`src/rtl/best_first_open_closed_list_core_defines.svh`:
```
// assertion macros used by the open/closed list top level
`ifndef BEST_FIRST_OPEN_CLOSED_LIST_CORE_DEFINES_SVH
`define BEST_FIRST_OPEN_CLOSED_LIST_CORE_DEFINES_SVH

// clocked assertion, ignored while reset is applied
`define BFOC_ASSERT(lbl, prop, msg) \
    lbl: assert property (@(posedge aclk) disable iff (!aresetn) prop) else $error(msg);

// clocked assertion that also holds during reset
`define BFOC_ASSERT_ALWAYS(lbl, prop, msg) \
    lbl: assert property (@(posedge aclk) prop) else $error(msg);

`endif

```
`src/rtl/bfoc_ram.sv`:
```
// generic single-port-write ram with registered read
`timescale 1ns / 1ps
module bfoc_ram #(
    parameter int WIDTH = 8,
    parameter int DEPTH = 16
) (
    input  logic                     aclk,
    input  logic                     we,
    input  logic [$clog2(DEPTH)-1:0] waddr,
    input  logic [WIDTH-1:0]         wdata,
    input  logic [$clog2(DEPTH)-1:0] raddr,
    output logic [WIDTH-1:0]         rdata
);

    logic [WIDTH-1:0] mem [DEPTH];

    // write port and registered read port
    always_ff @(posedge aclk) begin
        if (we) begin
            mem[waddr] <= wdata;
        end
        rdata <= mem[raddr];
    end

endmodule

```
`config.mk`:
```
export PLATFORM = sky130hd
export DESIGN_NAME = bfoc_ram
export DESIGN_NICKNAME = d
export VERILOG_FILES = /design/src/rtl/best_first_open_closed_list_core_defines.svh /design/src/rtl/bfoc_ram.sv
export SDC_FILE = /design/constraint.sdc
export NUM_CORES = 1
export LEC_CHECK = 0
export BUFFER_PORTS_ARGS = -buffer_cell sky130_fd_sc_hd__buf_2
export CAP_MARGIN = 20
export CORE_ASPECT_RATIO = 1.1
export CORE_MARGIN = 2
export CORE_UTILIZATION = 40
export CTS_CLUSTER_SIZE = 14
export DETAILED_ROUTE_END_ITERATION = 16
export PLACE_DENSITY = 0.59
export SETUP_SLACK_MARGIN = 0.02
export SYNTH_ARGS = -nofsm -noshare
export SYNTH_HDL_FRONTEND = slang
export SYNTH_SLANG_ARGS = --single-unit
```
`constraint.sdc`:
```
create_clock -name aclk -period 2.4 [get_ports aclk]
set_input_delay 0.24 -clock aclk [delete_from_list [all_inputs] [get_ports aclk]]
set_output_delay 0.24 -clock aclk [all_outputs]
set_load 0.02 [all_outputs]
```
# After elaboration in Yosys (flattened, before gate mapping)
# Memory sizes are Yosys's and may differ from the RTL's. A register that Yosys moved wholly into a read port is not among the register bits.
# Cells that the tools add are included.
[word_totals]
register_bits = 0
mem_bits_rw = 128
in_bits = 18
output_inout_bits = 8
wordCells = 3
memories = 1
[op_classes]
muxes = 2
[mem_list]
columns = ["memory", "depth", "width", "rd", "rd_ports_with_merged_regs", "write_ports", "line_no", "source"]
rows = [
  ["mem", 16, 8, 1, 1, 1, "bfoc_ram.sv:15", "logic [WIDTH-1:0] mem [DEPTH];"],
]
[ops]
columns = ["operator", "n"]
rows = [
  ["1-bit two-way mux", 2],
]

# Depth between registers and ports, before layout
# Gate-level depths: netlist (run 1).
[depth]
depth_word = 2
ltp_mapped = 5
ltp_nobuf = 3

# Worst setup path before layout (run 1)
# No wires, ideal clock.
[synth_timing]
path_kind = "input to register"
from = "in waddr[2]"
to = "mem mem[0][0] (enable)"
setup_ps = 383
arrival_ps = 1350
t_required_ps = 2017
path_slack_ps = 667
cell_stages = 2
n_path_buf = 0
path_cell_list = "or3b_2 > nor3_1"
[synth_lines]
columns = ["element", "line_no", "source"]
rows = [
  ["start: declaration", "bfoc_ram.sv:9", "input logic [$clog2(DEPTH)-1:0] waddr,"],
  ["end: declaration", "bfoc_ram.sv:15", ""],
]
# No word-level cell before the write port.

# Worst setup path in the final report (run 1)
[layout_timing]
from = "in waddr[2]"
to = "mem mem[1][5] (enable)"
# No word-level cell before the write port.

==> results_dict.tcl, run 1 <==
set metrics [dict create \
    grt_max_degree 33 \
    gp_congestion 0.737 \
    synthCells 229 \
    die_area_um2 13800 \
    vias 2407 \
    place_inst 419 \
    antenna_found_initial 0 \
    grt_pass1_vias 2459 \
    core_area_um2 12600 \
    synth_seq_area_share_pct 77.8 \
    hp-class "input port to register" \
    endpoint_kind "register" \
    finalWirelength_um 9910 \
    slew_headroom_pct 51.4 \
    fin_skew_ns 0.00732 \
    p_per_area_nw_per_um2 926 \
    drive_above_1_share_pct 31.6 \
    p_leak_nw 2.12 \
    rsz0062_at_grt "no" \
    cts_setup_buffers 0 \
    final.setup.tns_ns 0 \
    critPathMaxStageDelay_ns 0.55 \
    setup.worst_path.start_class "input port" \
    syn-cell-area_um2 5150 \
    cpMaxStageDelayCell "nor2_1" \
    rows 43 \
    path_class "input port to register" \
    drv_cap 0 \
    cts_hold_buf 0 \
    min_path_cells 1 \
    fin_nets 299 \
    wire_per_inst_um 22.0 \
    fin_crit_ns 1.38 \
    synth_edf_count 128 \
    ys_warn_count 0 \
    synthDistinctLibCells 19 \
    path_clk_slew_ns 0.06 \
    dr.pass1.iters 4 \
    tritoncts "built" \
    syn_area_per_cell_um2 22.5 \
    grt_usage_pct 15.6 \
    r2r-start "mem[5][0]" \
    clock.fmax_mhz 725 \
    cts.sink_count 136 \
    grt_pass1_wl_um 15100 \
    yosysMostFrequentCell "edfxtp_1" \
    synth_fp_nets 247 \
    async_reset_ff_share_pct 0 \
    synth.area.top_cells "edfxtp_1, mux4_2, mux4_1" \
    ios 26 \
    cts_root_buf "clkbuf_16" \
    syn2layout_area_growth_pct 20.4 \
    period_share_pct 57.5 \
    via_per_inst 5.34 \
    worstPathCellList "buf_2 -> or3b_2 -> nor2_1" \
    worstRegToRegCells 3 \
    holdWs_ns 0.223 \
    cts.repair.resized 0 \
    clock_latency_ns 0.40 \
    cp.required_ns 2.43 \
    route.antenna.remaining_nets 0 \
    htreeDepth 4 \
    ys.flop_type "edfxtp_1" \
    port_buffers 25 \
    synth_top_area_share_pct 74.7 \
    drtIter0Drc 162 \
    yosys.area.top_type "edfxtp_1" \
    fin_cells 451 \
    ys_ff_latch 136 \
    diodes 0 \
    fin_util_pct 49.2 \
    start_util_pct 40.9 \
    clockBufferDepth 2 \
    die_y_um 123 \
    netlist_top_cells_count "edfxtp_1, mux4_2, a22oi_1, mux4_1, nor2_1" \
    startpoint "waddr[2]" \
    overflow 0 \
    status "finished, final reports clean" \
    cp_max_fo 8 \
    fp.dieW_um 112 \
    drcViolationCount 0 \
    cts_buffers 17 \
    tightestPinTransition_ns 0.727 \
    finalMaxSlewViolations 0 \
    ir_drop_mv 0.488 \
    arrival_ns 1.41 \
    final-hold-violation-count 0 \
    hpwlAfterDp_um 6300 \
    setup_viol 0 \
    min_from "wdata[5]" \
]
-- where the power goes --
part           switching [mW]  internal (mW)
Clock                   0.908           1.89
Sequential             0.0174           2.66
Combinational           0.156          0.106
-- cell usage in the layout (no fill, tap or decap), types with 3 or more instances in the layout --
cell | synthesis | layout
mux4_1 | 14 | 14
edfxtp_1 | 128 | 128
clkinv_2 | 0 | 3
buf_4 | 1 | 16
buf_2 | 3 | 25
nor2_1 | 13 | 13
mux4_2 | 18 | 18
bufinv_16 | 0 | 5
nor3_1 | 4 | 4
a22oi_1 | 16 | 16
clkbuf_16 | 0 | 17
dfxtp_1 | 8 | 8
nand2_1 | 9 | 9
-- final timing paths --
check         endpoint  slack [ns]
min          mem[6][5]        0.22
max          mem[1][5]        1.02
max reg2reg   rdata[0]        1.03
min reg2reg   rdata[1]        0.67
-- through the flow --
stage                     area (um^2)  setup slack [ns]  total power [mW]
after floorplan                  5150             0.667              2.87
after global placement           5540             0.602              2.98
after detailed placement         5540             0.577              2.99
after CTS                        6200              1.01              5.81
after global routing             6200             0.945              5.92
final                            6200              1.02              5.74
-- layer usage --
layer / routed length, um / part of all wire (%) / global-route usage [%]
met1: 4600 / 46 / 21.6
met2: 4650 / 47 / 23.9
met3: 614 / 6.2 / 4.90
met4: 48 / 0.48 / 4.80
met5: 0 / 0 / 0
-- critical path, delay by kind of cell --
kind / cells / cell delay (ns)
simple gates: 2 / 1.06
buf+inv: 1 / 0.11
-- area by class of cell --
cell class	instances	area, um^2
sequential	136	4000
clock inverter	12	198
multi-input combinational	83	1060
fill	1038	6390
clock buffer	20	457
timing repair buffer	43	285
tap	157	196
-- state kept, by name, indices dropped and copies added, names as in the netlist --
signal,cells
mem,128
rdata,8
-- cells by family after synthesis --
group | count (synthesis) | share of synthesized area (%)
flip-flops | 136 | 77.8
AND/OR/NAND/NOR | 35 | 3.18
multiplexers | 32 | 15.0
buffers and inverters | 10 | 1.68
AO/OA/AOI/OAI | 16 | 2.33
No activity file was read; power rests on OpenSTA's default activity.
==> run 2: changes to the inputs <==
--- a/config.mk
+++ b/config.mk
@@ -5,6 +5,7 @@
 export SDC_FILE = /design/constraint.sdc
 export NUM_CORES = 1
 export LEC_CHECK = 0
+export ABC_AREA = 1
 export BUFFER_PORTS_ARGS = -buffer_cell sky130_fd_sc_hd__buf_2
 export CAP_MARGIN = 20
 export CORE_ASPECT_RATIO = 1.1
==> constraint.sdc (replaced) <==
create_clock -name aclk -period 1.4 [get_ports aclk]
set_input_delay 0.14 -clock aclk [delete_from_list [all_inputs] [get_ports aclk]]
set_output_delay 0.14 -clock aclk [all_outputs]
set_load 0.02 [all_outputs]
==> run 2 against run 1 <==
Compared with the run above:
- power up 61%
- clock power increased by 46%
- worst hold slack got worse by 0.13 ns
- die area up 12%
- sequential power increased by 72%
- wire length is 31% higher
- clock skew increased by 0.0019 ns
- worst setup slack got worse by 0.65 ns
- global-route usage rose by 2.7 points
- critical endpoint is now rdata[3]
==> results_dict.tcl, run 2 <==
set metrics [dict create \
    drive_above_1_share_pct 13.1 \
    cts_setup_buffers 0 \
    grt_pass1_vias 3680 \
    ios 26 \
    arrival_ns 0.89 \
    reg_top3 "mem x128, rdata x8" \
    path_depth 1 \
    vias 3779 \
    hp-class "input port to register" \
    gp_congestion 0.848 \
    rsz0062_at_grt "no" \
    cts_root_buf "clkbuf_16" \
    drv_cap 0 \
    clock_latency_ns 0.42 \
    timing.critical_path.to "rdata[3]" \
    p_per_area_nw_per_um2 1370 \
    rows 46 \
    overflow 0 \
    syn2layout_area_growth_pct 16.8 \
    ys.flop_type "edfxtp_1" \
    syn-cell-area_um2 5770 \
    period_share_pct 73.5 \
    grt_usage_pct 18.2 \
    critPathMaxStageDelay_ns 0.31 \
    largest_reg_flops 128 \
    slew_headroom_pct 74.8 \
    cp_max_fo 1 \
    final_cell_mix "nand2_1, edfxtp_1, inv_1" \
    holdWs_ns 0.0920 \
    port_buffers 25 \
    cpMaxStageDelayCell "dfxtp_1" \
    top_register "mem" \
    ir_drop_mv 0.858 \
    fin_nets 614 \
    worstRegToRegCells 6 \
    reg2reg_setup_slack_ns 0.37 \
    cts_hold_buf 0 \
    dr.pass1.iters 4 \
    route.antenna.remaining_nets 0 \
    tritoncts "built" \
    synth_seq_area_share_pct 69.4 \
    finalWirelength_um 13000 \
    fin_crit_ns 1.03 \
    htreeDepth 4 \
    synthDistinctLibCells 12 \
    core_area_um2 14300 \
    async_reset_ff_share_pct 0 \
    finalMaxSlewViolations 0 \
    drtIter0Drc 345 \
    cp_num_buf_inv 1 \
    clock.fmax_mhz 972 \
    final-hold-violation-count 0 \
    setup_viol 0 \
    synth.area.top_cells "edfxtp_1, nand2_1, nand3_1" \
    ys_warn_count 0 \
    p_leak_nw 2.93 \
    fin_skew_ns 0.00920 \
    tightestPinTransition_ns 0.378 \
    min_path_cells 3 \
    ys_ff_latch 136 \
    start_util_pct 40.4 \
    cts_buffers 17 \
    hpwlAfterDp_um 8120 \
    grt_max_degree 65 \
    drcViolationCount 0 \
    yosys.area.top_type "edfxtp_1" \
    clockBufferDepth 2 \
    syn_area_per_cell_um2 10.5 \
    wire_per_inst_um 16.2 \
    yosysMostFrequentCell "nand2_1" \
    netlist_top_cells_count "nand2_1, edfxtp_1, inv_1, nand3_1, nor2_1" \
    path_class "register to output port" \
    via_per_inst 4.72 \
    final_common_cell "nand2_1" \
    fp.dieW_um 118 \
    final.setup.tns_ns 0 \
    synth_fp_nets 569 \
    diodes 0 \
    cp.required_ns 1.26 \
    synthCells 551 \
    path_clk_slew_ns 0.06 \
    worstPathCellList "buf_2" \
    endpoint_kind "output port" \
    synth_edf_count 128 \
    setup.worst_path.start_class "register" \
    cts.sink_count 136 \
    cts.repair.resized 0 \
    r2r-start "mem[1][2]" \
    die_y_um 130 \
    antenna_found_initial 0 \
    synth_top_area_share_pct 66.7 \
    status "finished, final reports clean" \
    die_area_um2 15400 \
    cp_top_family "flip-flops" \
    rr_endpoint "rdata[2]" \
    startpoint "rdata[3]" \
    grt_pass1_wl_um 20400 \
]
==> run 2: metal layers <==
| layer | vias up | global-route usage [%] | wire (um) |
|---|---|---|---|
| li1 | 1859 | - | - |
| met1 | 1800 | 22.4 | 5720 |
| met2 | 101 | 30.7 | 6460 |
| met3 | 19 | 4.59 | 516 |
| met4 | 0 | 8.54 | 284 |
| met5 | - | 0 | 0 |
==> run 2: area by class of cell <==
cell class                      count  area [um^2]
Clock inverter                      9         78.8
Timing Repair Buffer               50          350
Inverter                          102          383
Clock buffer                       23          468
Sequential cell                   136         4000
Fill cell                        1356         7540
Multi-Input combinational cell    289         1210
Tap cell                          192          240
==> run 2: cells by family after synthesis <==
family	count (synthesis)	share of synthesized area [%]
and+or+nand+nor	289	21.0
DFF	136	69.4
buffers and inverters	126	9.52
==> run 2: how the worst min path moves through the flow <==
stage | from | to | slack, ns
after floorplan | wdata[0] | mem[0][0] | 0.24
after global placement | raddr[3] | rdata[6] | 0.51
after detailed placement | raddr[3] | rdata[6] | 0.52
after CTS | raddr[3] | rdata[6] | 0.08
after global routing | raddr[3] | rdata[0] | 0.09
final | raddr[3] | rdata[6] | 0.09
==> run 2: report_power, final <==
group | internal [mW] | switching, mW | total [mW]
sequential | 4.55 | 0.0237 | 4.58
clock | 2.52 | 1.57 | 4.08
combinational | 0.178 | 0.424 | 0.602
==> run 2: per-stage QoR <==
| step | utilization (%) | total power, mW | setup slack [ns] | std cells | area [um^2] |
|---|---|---|---|---|---|
| finish | 47.2 | 9.26 | 0.371 | 801 | 6740 |
| global route | 47.2 | 9.56 | 0.288 | 801 | 6740 |
| CTS | 47.2 | 9.31 | 0.353 | 801 | 6740 |
| detailed placement | 43.4 | 5.27 | 0.165 | 769 | 6190 |
| global placement | 43.4 | 5.26 | 0.177 | 769 | 6190 |
| floorplan | - | 5.01 | 0.309 | 551 | 5770 |
